File: src/rtl/rrsa_pkg.sv
// ----------------------------------------------------------------------------
// rrsa_pkg
// Shared types and codes of the round-robin slot allocator.
// ----------------------------------------------------------------------------
`default_nettype none

package rrsa_pkg;

  localparam int unsigned MaxSlotsDefault = 10;
  localparam int unsigned CountW          = 4;
  localparam int unsigned SlotW           = 8;

  typedef enum logic [1:0] {
    CMD_CLAIM_ANY   = 2'd0,
    CMD_CLAIM_GIVEN = 2'd1,
    CMD_RELEASE     = 2'd2
  } cmd_e;

  typedef enum logic [1:0] {
    ST_OK    = 2'd0,
    ST_FAIL  = 2'd1,
    ST_RANGE = 2'd2
  } status_e;

  typedef struct packed {
    logic [1:0]       command;
    logic [SlotW-1:0] slot;
  } in_word_t;

  typedef struct packed {
    logic [1:0]        status;
    logic [CountW-1:0] granted_slot;
  } out_word_t;

  typedef struct packed {
    logic              set;
    logic              clr;
    logic              clr_all;
    logic [CountW-1:0] slot;
  } lock_op_t;

endpackage

`default_nettype wire

File: src/rtl/rrsa_step.sv
// ----------------------------------------------------------------------------
// rrsa_step
// Shared cursor step unit: increment with wrap at the slot count.
// ----------------------------------------------------------------------------
`default_nettype none

module rrsa_step (
  input  wire logic [rrsa_pkg::CountW-1:0] cur_i,
  input  wire logic [rrsa_pkg::CountW-1:0] count_i,
  output logic      [rrsa_pkg::CountW-1:0] next_o
);

  logic [rrsa_pkg::CountW:0] inc;

  assign inc    = {1'b0, cur_i} + {{rrsa_pkg::CountW{1'b0}}, 1'b1};
  assign next_o = (inc >= {1'b0, count_i}) ? '0 : inc[rrsa_pkg::CountW-1:0];

endmodule

`default_nettype wire

File: src/rtl/rrsa_lock_file.sv
// ----------------------------------------------------------------------------
// rrsa_lock_file
// One lock flag per slot, with set, clear, clear-all and one read port.
// ----------------------------------------------------------------------------
`default_nettype none

module rrsa_lock_file #(
  parameter int unsigned MAX_SLOTS = rrsa_pkg::MaxSlotsDefault
) (
  input  wire logic                            clk_i,
  input  wire logic                            rst_ni,
  input  wire rrsa_pkg::lock_op_t              op_i,
  input  wire logic [rrsa_pkg::CountW-1:0]     rd_slot_i,
  output logic                                 locked_o
);

  localparam int unsigned IdxW = (MAX_SLOTS > 1) ? $clog2(MAX_SLOTS) : 1;

  logic [MAX_SLOTS-1:0] flags_q;
  logic [MAX_SLOTS-1:0] flags_d;
  logic [IdxW-1:0]      wr_idx;
  logic [IdxW-1:0]      rd_idx;
  logic                 wr_ok;
  logic                 rd_ok;

  assign wr_idx = IdxW'(op_i.slot);
  assign rd_idx = IdxW'(rd_slot_i);
  assign wr_ok  = 32'(op_i.slot) < 32'(MAX_SLOTS);
  assign rd_ok  = 32'(rd_slot_i) < 32'(MAX_SLOTS);

  assign locked_o = rd_ok ? flags_q[rd_idx] : 1'b1;

  always_comb begin
    flags_d = flags_q;
    if (op_i.clr_all) begin
      flags_d = '0;
    end else if (op_i.set && wr_ok) begin
      flags_d[wr_idx] = 1'b1;
    end else if (op_i.clr && wr_ok) begin
      flags_d[wr_idx] = 1'b0;
    end
  end

  always_ff @(posedge clk_i or negedge rst_ni) begin
    if (!rst_ni) begin
      flags_q <= '0;
    end else begin
      flags_q <= flags_d;
    end
  end

endmodule

`default_nettype wire

File: src/rtl/rrsa_ctrl.sv
// ----------------------------------------------------------------------------
// rrsa_ctrl
// Command sequencer: holds the slot count and cursor, walks the search one
// slot per cycle through the shared step unit, and registers the result.
// ----------------------------------------------------------------------------
`default_nettype none

module rrsa_ctrl #(
  parameter int unsigned MAX_SLOTS = rrsa_pkg::MaxSlotsDefault
) (
  input  wire logic                        clk_i,
  input  wire logic                        rst_ni,
  input  wire logic                        in_valid_i,
  output logic                             in_ready_o,
  input  wire rrsa_pkg::in_word_t          in_data_i,
  output logic                             out_valid_o,
  input  wire logic                        out_ready_i,
  output rrsa_pkg::out_word_t              out_data_o,
  input  wire logic                        cfg_valid_i,
  output logic                             cfg_ready_o,
  input  wire logic [rrsa_pkg::CountW-1:0] cfg_data_i,
  input  wire logic                        locked_i,
  output logic [rrsa_pkg::CountW-1:0]      rd_slot_o,
  output rrsa_pkg::lock_op_t               lock_op_o
);

  localparam int unsigned CW = rrsa_pkg::CountW;
  localparam int unsigned SW = rrsa_pkg::SlotW;

  typedef enum logic [1:0] {
    S_IDLE,
    S_EXEC,
    S_SEARCH,
    S_RESULT
  } state_e;

  state_e              state_q;
  rrsa_pkg::in_word_t  word_q;
  rrsa_pkg::out_word_t out_q;
  logic [CW-1:0]       count_q;
  logic [CW-1:0]       cursor_q;
  logic [CW-1:0]       cur_q;
  logic [CW-1:0]       tried_q;
  logic [CW-1:0]       tried_inc;
  logic [CW-1:0]       next_cur;
  logic [CW-1:0]       start_cur;
  logic                cfg_apply;
  logic                in_range;

  rrsa_step u_step (
    .cur_i   (cur_q),
    .count_i (count_q),
    .next_o  (next_cur)
  );

  assign cfg_ready_o = 1'b1;
  assign cfg_apply   = cfg_valid_i && (32'(cfg_data_i) <= 32'(MAX_SLOTS));
  assign in_ready_o  = (state_q == S_IDLE);
  assign out_valid_o = (state_q == S_RESULT);
  assign out_data_o  = out_q;
  assign in_range    = {{(SW-CW){1'b0}}, count_q} > word_q.slot;
  assign start_cur   = (cursor_q >= count_q) ? '0 : cursor_q;
  assign tried_inc   = tried_q + {{(CW-1){1'b0}}, 1'b1};
  assign rd_slot_o   = (state_q == S_SEARCH) ? cur_q : word_q.slot[CW-1:0];

  always_comb begin
    lock_op_o         = '0;
    lock_op_o.clr_all = cfg_apply;
    lock_op_o.slot    = word_q.slot[CW-1:0];
    case (state_q)
      S_EXEC: begin
        if (word_q.command == rrsa_pkg::CMD_CLAIM_GIVEN && in_range && !locked_i) begin
          lock_op_o.set = 1'b1;
        end else if (word_q.command == rrsa_pkg::CMD_RELEASE && in_range) begin
          lock_op_o.clr = 1'b1;
        end
      end
      S_SEARCH: begin
        lock_op_o.slot = cur_q;
        lock_op_o.set  = !locked_i;
      end
      default: begin
      end
    endcase
  end

  always_ff @(posedge clk_i or negedge rst_ni) begin
    if (!rst_ni) begin
      state_q  <= S_IDLE;
      count_q  <= '0;
      cursor_q <= '0;
      cur_q    <= '0;
      tried_q  <= '0;
      word_q   <= '0;
      out_q    <= '0;
    end else begin
      case (state_q)
        S_IDLE: begin
          if (in_valid_i) begin
            word_q  <= in_data_i;
            state_q <= S_EXEC;
          end
        end
        S_EXEC: begin
          out_q.granted_slot <= '0;
          out_q.status       <= rrsa_pkg::ST_FAIL;
          state_q            <= S_RESULT;
          case (word_q.command)
            rrsa_pkg::CMD_CLAIM_ANY: begin
              if (count_q != '0) begin
                cur_q   <= start_cur;
                tried_q <= '0;
                state_q <= S_SEARCH;
              end
            end
            rrsa_pkg::CMD_CLAIM_GIVEN: begin
              if (in_range && !locked_i) begin
                out_q.status       <= rrsa_pkg::ST_OK;
                out_q.granted_slot <= word_q.slot[CW-1:0];
              end
            end
            rrsa_pkg::CMD_RELEASE: begin
              out_q.status <= in_range ? rrsa_pkg::ST_OK : rrsa_pkg::ST_RANGE;
            end
            default: begin
            end
          endcase
        end
        S_SEARCH: begin
          cursor_q <= next_cur;
          if (!locked_i) begin
            out_q.status       <= rrsa_pkg::ST_OK;
            out_q.granted_slot <= cur_q;
            state_q            <= S_RESULT;
          end else if (tried_inc == count_q) begin
            state_q <= S_RESULT;
          end else begin
            tried_q <= tried_inc;
            cur_q   <= next_cur;
          end
        end
        S_RESULT: begin
          if (out_ready_i) begin
            state_q <= S_IDLE;
          end
        end
        default: begin
          state_q <= S_IDLE;
        end
      endcase
      if (cfg_apply) begin
        count_q  <= cfg_data_i;
        cursor_q <= '0;
      end
    end
  end

endmodule

`default_nettype wire

File: src/rtl/round_robin_slot_allocator.sv
// ----------------------------------------------------------------------------
// round_robin_slot_allocator
// Round-robin allocator over a configured number of lockable slots.
//
// Input channel (in_valid_i/in_ready_o/in_data_i) carries one command word:
// claim any free slot, claim a given slot, or release a given slot. Output
// channel (out_valid_o/out_ready_i/out_data_o) returns one result word per
// command: status and granted slot.
// Config channel (cfg_valid_i/cfg_ready_o/cfg_data_i) writes the slot count;
// a value above MAX_SLOTS is dropped, an accepted one frees every slot and
// zeroes the search cursor. Write it only while no command is in flight.
// Claim-given, release and unused codes go from the execute state straight to
// the result; claim-any with a nonzero slot count goes on to a search state
// that tries slots in turn, one per cycle through the shared cursor step unit.
// One command is in flight at a time; in_ready_o rises the cycle after the
// result word is taken.
// A stalled receiver holds the result word and the block takes no command.
// Reset frees every slot and zeroes the slot count and the cursor.
// ----------------------------------------------------------------------------
`default_nettype none

module round_robin_slot_allocator #(
  parameter int unsigned MAX_SLOTS = rrsa_pkg::MaxSlotsDefault
) (
  input  wire logic                        clk_i,
  input  wire logic                        rst_ni,
  input  wire logic                        in_valid_i,
  output logic                             in_ready_o,
  input  wire rrsa_pkg::in_word_t          in_data_i,
  output logic                             out_valid_o,
  input  wire logic                        out_ready_i,
  output rrsa_pkg::out_word_t              out_data_o,
  input  wire logic                        cfg_valid_i,
  output logic                             cfg_ready_o,
  input  wire logic [rrsa_pkg::CountW-1:0] cfg_data_i
);

  rrsa_pkg::lock_op_t              lock_op;
  logic [rrsa_pkg::CountW-1:0]     rd_slot;
  logic                            locked;

  rrsa_lock_file #(
    .MAX_SLOTS (MAX_SLOTS)
  ) u_lock_file (
    .clk_i     (clk_i),
    .rst_ni    (rst_ni),
    .op_i      (lock_op),
    .rd_slot_i (rd_slot),
    .locked_o  (locked)
  );

  rrsa_ctrl #(
    .MAX_SLOTS (MAX_SLOTS)
  ) u_ctrl (
    .clk_i       (clk_i),
    .rst_ni      (rst_ni),
    .in_valid_i  (in_valid_i),
    .in_ready_o  (in_ready_o),
    .in_data_i   (in_data_i),
    .out_valid_o (out_valid_o),
    .out_ready_i (out_ready_i),
    .out_data_o  (out_data_o),
    .cfg_valid_i (cfg_valid_i),
    .cfg_ready_o (cfg_ready_o),
    .cfg_data_i  (cfg_data_i),
    .locked_i    (locked),
    .rd_slot_o   (rd_slot),
    .lock_op_o   (lock_op)
  );

endmodule

`default_nettype wire
File: config.mk
export PLATFORM = sky130hd
export DESIGN_NAME = round_robin_slot_allocator
export DESIGN_NICKNAME = d
export VERILOG_FILES = /design/src/rtl/rrsa_pkg.sv /design/src/rtl/rrsa_step.sv /design/src/rtl/rrsa_lock_file.sv /design/src/rtl/rrsa_ctrl.sv /design/src/rtl/round_robin_slot_allocator.sv
export SDC_FILE = /design/constraint.sdc
export NUM_CORES = 1
export LEC_CHECK = 0
export BUFFER_PORTS_ARGS = -buffer_cell sky130_fd_sc_hd__buf_2
export CAP_MARGIN = 25
export CORE_AREA = 2 2 102 104
export DETAILED_ROUTE_END_ITERATION = 16
export DIE_AREA = 0 0 104 106
export PLACE_DENSITY = 0.5
export SLEW_MARGIN = 40
export SYNTH_ARGS = -nofsm -noshare
export SYNTH_HDL_FRONTEND = slang
export SYNTH_SLANG_ARGS = --single-unit
File: constraint.sdc
create_clock -name clk_i -period 6.49 [get_ports clk_i]
set_input_delay 0.649 -clock clk_i [delete_from_list [all_inputs] [get_ports clk_i]]
set_output_delay 0.649 -clock clk_i [all_outputs]
set_load 0.05 [all_outputs]
# Word-level counts from Yosys, hierarchy flattened
# Index checks and enable logic that the tools add are counted.
dict set report op_classes {
  add_sub_neg 2
  magnitude_cmp 7
  n_eq_ne 14
  n_mux 41
  bitwise 3
  reduce_logical 19
}
# cell n
set op_table {}
lappend op_table {{$mux W4} 14}
lappend op_table {{$mux W10} 3}
lappend op_table {{$pmux W4 S2} 2}
lappend op_table {{$mux W2} 6}
lappend op_table {{$pmux W6 S2} 1}
lappend op_table {{$and A10 B10 Y10} 1}
lappend op_table {{$not A10 Y10} 1}
lappend op_table {{$or A10 B10 Y10} 1}
lappend op_table {{$gt A4 B8 Y1} 1}
lappend op_table {{$logic_and A1 B1 Y1} 8}
lappend op_table {{$mux W1} 8}
lappend op_table {{$ne A2 B2 Y1 const B} 4}
lappend op_table {{$pmux W2 S4} 1}
lappend op_table {{$eq A2 B2 Y1 const B} 3}
lappend op_table {{$mux W6} 1}
lappend op_table {{$ne A2 B1 Y1 const B} 3}
lappend op_table {{$add A4 B1 Y5 const B} 1}
lappend op_table {{$ge A5 B4 Y1} 1}
lappend op_table {{$lt A4 B5 Y1 const B} 1}
lappend op_table {{$mux W5} 1}
lappend op_table {{$reduce_and A5 Y1} 1}
lappend op_table {{$add A4 B1 Y4 const B} 1}
lappend op_table {{$bmux W1 S4} 1}
lappend op_table {{$demux W1 S4} 1}
lappend op_table {{16 further kinds} 20}
dict set report word_totals {
  reg_bits 44
  output_inout_bits 9
}

# Longest topological paths before layout
# Gate-level depths: netlist (run 1).
dict set report logic_depth {
  ltp_word 13
  ltp_mapped 10
  ltp_nobuf 8
}

# Hierarchy
# A second synthesis (run 1) with hierarchy kept.
dict set report unflattened {
  cells_unflattened 297
  area_unflattened_um2 2966.6
}
# mod n_inst cells_each area_each_um2
set by_module_without_submodules {}
lappend by_module_without_submodules {rrsa_ctrl 1 208 2037.0}
lappend by_module_without_submodules {rrsa_lock_file 1 63 740.7}
lappend by_module_without_submodules {rrsa_step 1 26 188.9}

# Least setup slack after synthesis (run 1)
# OpenSTA, ideal clock, no wires.
dict set report synth_timing {
  path_kind {register to register}
  from {register u_ctrl.state_q[0]}
  to {register u_lock_file.flags_q[2]}
  setup_ps 87
  arrival_ps 2486
  required_ps 6403
  path_slack_ps 3918
  stages_incl_launch_ff 9
  synth_period_minus_slack_ps 2572
  path_cell_list {dfrtp_1 -> inv_1 -> ha_1 -> mux2i_2 -> mux4_2 -> nand2_2 -> o2111ai_1 -> or4_1 -> o211ai_1}
}
dict set report synth_between {
  elab_chain_len 12
  elab_cells_between_ends 27
  classes_between {order compare: 3; eq/ne: 2; mux: 13; bitwise: 3; reduce/logical: 6}
}
# item line_no
set synth_rtl {}
lappend synth_rtl {{start: declaration} rrsa_ctrl.sv:37} ;# state_e state_q;
lappend synth_rtl {{start signal: assignment} rrsa_ctrl.sv:89} ;# state_q <= S_IDLE;
lappend synth_rtl {{start signal: assignment} rrsa_ctrl.sv:101} ;# state_q <= S_EXEC;
lappend synth_rtl {{start signal: assignment} rrsa_ctrl.sv:107} ;# state_q <= S_RESULT;
lappend synth_rtl {{$eq A2 B2 Y1} {rrsa_ctrl.sv:64, rrsa_ctrl.sv:70}}
lappend synth_rtl {{$mux W4} {rrsa_ctrl.sv:64, rrsa_ctrl.sv:70}}
lappend synth_rtl {{$bmux W1 S4} rrsa_lock_file.sv:31} ;# assign locked_o = rd_ok ? flags_q[rd_idx] : 1'b1;
lappend synth_rtl {{$mux W1 (implied by the code)} rrsa_lock_file.sv:31}
lappend synth_rtl {{$mux W1} rrsa_lock_file.sv:31}
lappend synth_rtl {{$logic_not A1 Y1} {rrsa_ctrl.sv:72, rrsa_ctrl.sv:80}}
lappend synth_rtl {{$logic_and A1 B1 Y1} rrsa_ctrl.sv:72} ;# if (word_q.command == rrsa_pkg::CMD_CLAIM_GIVEN && in_range && !locked_i) begin
lappend synth_rtl {{$mux W1} rrsa_ctrl.sv:72}
lappend synth_rtl {{$pmux W1 S2} rrsa_ctrl.sv:70} ;# case (state_q)
lappend synth_rtl {{$logic_and A1 B1 Y1} rrsa_lock_file.sv:37} ;# end else if (op_i.set && wr_ok) begin
lappend synth_rtl {{$mux W10} rrsa_lock_file.sv:37}
lappend synth_rtl {{$mux W10} rrsa_lock_file.sv:35} ;# if (op_i.clr_all) begin
lappend synth_rtl {{end signal: assignment} rrsa_lock_file.sv:48} ;# flags_q <= flags_d;
lappend synth_rtl {{end: declaration} rrsa_lock_file.sv:19} ;# logic [MAX_SLOTS-1:0] flags_q;
# Parallel ways exist; a longest one is shown, timed or not. The select of a mux whose other input is x is not followed.
# A chain may end at the register's enable or synchronous reset.

# Worst setup path after layout (run 1)
# Same ends and word-level chain as after synthesis.

==> impl_metrics.toml, run 1 <==
[job]
max_cap_violations = 0

[timing]
report.final.setup_viol = 0
finClkSkew_ps = 7.63
maxSlewViolCount = 0
timing.final.crit_share = 0.507
clock.fmax_mhz = 304
worst_slew_pin_slew_ps = 725
grt_setup_unrepaired = "false"
finalWorstSetupSlack_ps = 3200
fin_tns_setup_ps = 0
period_minus_slack_ps = 3290
hold_viol_final = 0
slew-limit-headroom = 0.512

[setup_path]
timing.reg2reg.worst_path_depth = 9
setup.worst_path.start_class = "flop"
cp.required_ps = 6720
path_max_fanout = 29
critPathMaxStageDelay_ps = 590
cp_slowest_cell = "or4_1"
path_delay_family = "multiplexers"
cp.arrival_ps = 3520
critical_path.cell_chain = "inv_1 -> ha_1 -> buf_4 -> mux2i_2 -> mux4_2 -> nand2_2 -> o2111ai_2 -> or4_1 -> o211ai_1"
worst-path-buf-inv = 2
critical_path_class = "reg -> reg"
critical_path_stages = 9
timing.critical_path.to_type = "flop"

[global_route]
wire_length_of_the_first_global_routing_pass_mm = 11.8
number_of_global_route_vias_before_repair = 2359
largest_net_degree_at_the_start_of_global_routing = 45
grtUsageTotal = 0.134
antenna_violations_before_repair = 0
overflow_left_after_global_routing = 0

[pwr]
worst_ir_drop_vdd_mv = 0.124
p_per_area_mw_per_mm2 = 475
total_power_w = 0.00156
leakage_nw = 1.42

[layout]
mostFrequentLayoutCells = "dfrtp_1, nand2_1, buf_2"
layout_commonest_cell = "dfrtp_1"
nets = 366
layout-drive-gt1-share = 0.208
n_antenna_cell = 0
area_growth_pct = 13.6
nFillCells = 1077

[detailed_routing]
drt-initial-drc-count = 110
via_per_inst = 4.93
wl_per_cell_um = 14.8
postRouteAntennaNets = 0
detailedRoute.firstPassIterationCount = 4
detail_route.wirelength_mm = 6.84
drt_drc_violations_left = 0
via_count = 2282

[logic_synthesis]
yosysSeqAreaShare = 0.382
syn_area_per_cell_um2 = 9.65
net_count_after_synthesis = 339
syn-instance-count = 299
ys_warn_count = 0
async_reset_ff_frac = 1.00
synth_seq_cells = 44
ys.flop_type = "dfrtp_1"
synth_enable_flop_cells = 0
mappedNetlistArea_mm2 = 0.00288
number_of_distinct_standard_cells_referenced_by_the_synthesized_netlist = 57

[placement]
port_buffer_count = 26
gpl.final_weighted_congestion = 0.815
place_hpwl_mm = 5.19
place_worst_setup_slack_ps = 3190

[status]
status = "complete, no violations"

[hold_path]
min-delay-path-class = "in -> async"

[clocking]
cts_max_path_buffers = 2
postCtsHoldBufs = 0
numCtsBuffers = 5
tritoncts_num_sinks = 44
clkTransAtPathRegs_ps = 90
clk_tree_root_cell = "clkbuf_8"
cts-resized-gates = 0
tritoncts = "done"
htreeDepth = 2
clkLatencyLatePin_ps = 300
post-cts-setup-buffers = 0

[floorplanning]
fp-row-count = 37
io-pin-count = 28
total_die_area_mm2 = 0.0110
chipWidth_um = 104
effective_utilization_at_floorplan = 0.288
chipHeight_um = 106
core-area_mm2 = 0.0100
[cell type report]
class	count	area, µm²	share of cell area
Clock buffer	5	68.8	0.0210
Clock inverter	3	18.8	0.00573
Inverter	22	82.6	0.0252
Multi-Input combinational cell	223	1680	0.512
Sequential cell	44	1100	0.336
Tap cell	136	170	0.0519
Timing Repair Buffer	30	158	0.0481
[synthesized netlist by cell type, drive strengths merged, types with 5 or more instances]
cell	count	area share
nor2	12	0.016
ha	21	0.091
a21oi	9	0.016
xnor2	6	0.018
o21ai	16	0.029
mux2i	5	0.019
nand3	12	0.021
inv	22	0.029
nand2	44	0.059
clkbuf	6	0.0078
mux2	18	0.072
a31o	10	0.030
o31ai	12	0.031
dfrtp	44	0.38
o211ai	5	0.013
a21boi	7	0.020
[metal layers]
layer / wire [µm] / track usage
met3: 139 / 0.0233
met5: 0 / 0
met1: 3130 / 0.166
met4: 72 / 0.0338
met2: 3490 / 0.241
[cell families after synthesis]
| kind of cell | synth area share |
|---|---|
| and+or+nand+nor | 0.133 |
| AOI/OAI and AO/OA | 0.219 |
| DFF | 0.382 |
| buffers and inverters | 0.0438 |
| muxes | 0.106 |
| adders and majority gates | 0.0911 |
| xor gates and xnor gates | 0.0243 |
| other | 0.00130 |
[metrics by stage]
stage	utilization	cells	instance area [µm²]	hold WS, ps
finish	0.328	463	3280	416
global route	0.328	463	3280	474
floorplan	-	299	2880	353
detailed placement	0.318	454	3180	479
global placement	0.317	454	3170	471
CTS	0.327	462	3270	454
[sequential cells by signal, indices dropped and copies added, names as in the netlist]
name / flops
u_ctrl.count_q: 4
u_ctrl.cur_q: 4
u_ctrl.cursor_q: 4
u_ctrl.out_data_o: 6
u_ctrl.state_q: 2
u_ctrl.tried_q: 4
u_ctrl.word_q: 10
u_lock_file.flags_q: 10
[power by group]
part           internal, W  switching, W  leakage [nW]  total [W]
Clock            0.0000752     0.0000999        0.0479   0.000175
Sequential        0.000377      0.000102         0.550   0.000478
Combinational     0.000340      0.000563         0.821   0.000903
[path summary, 6_finish.rpt]
path	from	to	slack, ps
max in group asynchronous	rst_ni	u_lock_file.flags_q[7]	5680
worst min-delay path	rst_ni	u_ctrl.count_q[0]	420
min in group clk_i	u_ctrl.out_data_o[0]	u_ctrl.out_data_o[0]	490
worst max-delay path	u_ctrl.state_q[0]	u_lock_file.flags_q[2]	3200
worst min register to register	u_ctrl.out_data_o[0]	u_ctrl.out_data_o[0]	490
worst max register to register	u_ctrl.state_q[0]	u_lock_file.flags_q[2]	3200
(Power assumes the default switching activity.)
==> run 2, diff against run 1 <==
==> constraint.sdc (replaced) <==
create_clock -name clk_i -period 3.2 [get_ports clk_i]
set_input_delay 0.32 -clock clk_i [delete_from_list [all_inputs] [get_ports clk_i]]
set_output_delay 0.32 -clock clk_i [all_outputs]
set_load 0.05 [all_outputs]
==> run 2 against run 1 <==
Sequential power increased by 100%; hold slack got worse by 400 ps; critical path depth decreased by 1; worst setup slack got worse by 2900 ps; largest cell class unchanged; largest power group unchanged.
==> impl_metrics.toml, run 2 (same netlist as run 1, synthesis figures left out) <==
[timing]
report.final.setup_viol = 0
worst_slew_pin_slew_ps = 666
finalWorstSetupSlack_ps = 299
fin_tns_setup_ps = 0
timing.final.crit_share = 0.907
clock.fmax_mhz = 345
maxSlewViolCount = 0
slew-limit-headroom = 0.552
grt_setup_unrepaired = "false"
hold_viol_final = 0
finClkSkew_ps = 8.67
period_minus_slack_ps = 2900

[placement]
place_worst_setup_slack_ps = 319
place_hpwl_mm = 5.41
placed_cell_area_mm2 = 0.00319
gpl.final_weighted_congestion = 0.822
port_buffer_count = 26

[layout]
finalCoreUtilization = 0.328
nets = 368
design_area_mm2 = 0.00328
n_antenna_cell = 0
area_growth_pct = 13.9
nFillCells = 1079
layout_commonest_cell = "dfrtp_1"
mostFrequentLayoutCells = "dfrtp_1, nand2_1, buf_2"
layout-drive-gt1-share = 0.204

[detailed_routing]
postRouteAntennaNets = 0
detailedRoute.firstPassIterationCount = 4
drt-initial-drc-count = 131
detail_route.wirelength_mm = 7.19
drt_drc_violations_left = 0
via_count = 2386
via_per_inst = 5.13
wl_per_cell_um = 15.5

[clocking]
htreeDepth = 2
postCtsHoldBufs = 0
clkTransAtPathRegs_ps = 90
clkLatencyLatePin_ps = 300
clk_tree_root_cell = "clkbuf_8"
tritoncts_num_sinks = 44
cts_max_path_buffers = 2
tritoncts = "done"
numCtsBuffers = 5
post-cts-setup-buffers = 0
cts-resized-gates = 0

[job]
max_cap_violations = 0

[floorplanning]
fp-row-count = 37
io-pin-count = 28
core-area_mm2 = 0.0100
total_die_area_mm2 = 0.0110
chipWidth_um = 104
effective_utilization_at_floorplan = 0.288
chipHeight_um = 106

[setup_path]
setup.worst_path.start_class = "flop"
reg2reg_start = "u_ctrl.state_q[0]"
critical_path_class = "reg -> reg"
critPathMaxStageDelay_ps = 590
path_delay_family = "multiplexers"
cp.arrival_ps = 3090
worst-path-buf-inv = 1
worst-r2r-setup-slack_ps = 300
cp_slowest_cell = "mux4_2"
cp.required_ps = 3390
critical_path.cell_chain = "inv_1 -> ha_1 -> mux2i_2 -> mux4_2 -> nand2_2 -> a311oi_2 -> o21ai_2 -> mux2_1"
path_max_fanout = 6
timing.critical_path.to_type = "flop"
r2r_end = "u_ctrl.cur_q[2]"
timing.reg2reg.worst_path_depth = 8

[pwr]
leakage_nw = 1.43
total_power_w = 0.00323
p_per_area_mw_per_mm2 = 982
worst_ir_drop_vdd_mv = 0.306

[global_route]
wire_length_of_the_first_global_routing_pass_mm = 11.8
grtUsageTotal = 0.134
largest_net_degree_at_the_start_of_global_routing = 45
number_of_global_route_vias_before_repair = 2281
antenna_violations_before_repair = 0
overflow_left_after_global_routing = 0

[status]
status = "complete, no violations"

[hold_path]
min-delay-path-class = "in -> async"
run 2: cell type report:
type                    count  area [µm²]  area share
well taps                 136         170      0.0518
clock buffers               6        82.6      0.0251
inverters                  22        82.6      0.0251
multi-input cells         223        1660       0.506
repair buffers             32         178      0.0541
clock inverters             2        10.0     0.00305
flip-flops and latches     44        1100       0.335
run 2: worst reg2reg max path: stages (launching register included):
cell and delay (ps):
dfrtp_1 430, inv_1 120, ha_1 210, mux2i_2 460
mux4_2 600, nand2_2 160, a311oi_2 170, o21ai_2 300
mux2_1 350
run 2: metrics by stage:
stage	instances	hold WS [ps]
5_1_grt	465	52.9
3_5_place_dp	457	366
6_report	465	14.8
3_3_place_gp	457	468
4_1_cts	465	29.4
2_1_floorplan	299	24.4
run 2: layer usage:
layer / track usage / vias to the layer above / part of all wire
met5: 0 / - / 0
met4: 0.0357 / 0 / 0.010
met3: 0.0233 / 6 / 0.034
met2: 0.239 / 50 / 0.51
met1: 0.168 / 1169 / 0.45
li1: - / 1161 / -
run 2: how the worst max path moves through the flow:
stage                 startpoint                endpoint  slack (ps)  cells after the start
2_1_floorplan  u_ctrl.state_q[0]  u_lock_file.flags_q[2]         630                      8
3_3_place_gp   u_ctrl.state_q[0]         u_ctrl.cur_q[2]         440                      8
3_5_place_dp   u_ctrl.state_q[0]         u_ctrl.cur_q[3]         320                      8
4_1_cts        u_ctrl.state_q[0]         u_ctrl.cur_q[2]         310                      8
5_1_grt        u_ctrl.state_q[0]         u_ctrl.cur_q[2]          60                      8
6_report       u_ctrl.state_q[0]         u_ctrl.cur_q[2]         300                      8
run 2: power by group:
| group | leakage, nW | internal (W) | switching, W |
|---|---|---|---|
| clock network | 0.0510 | 0.000173 | 0.000201 |
| registers | 0.550 | 0.000764 | 0.000212 |
| logic | 0.829 | 0.000716 | 0.00116 |
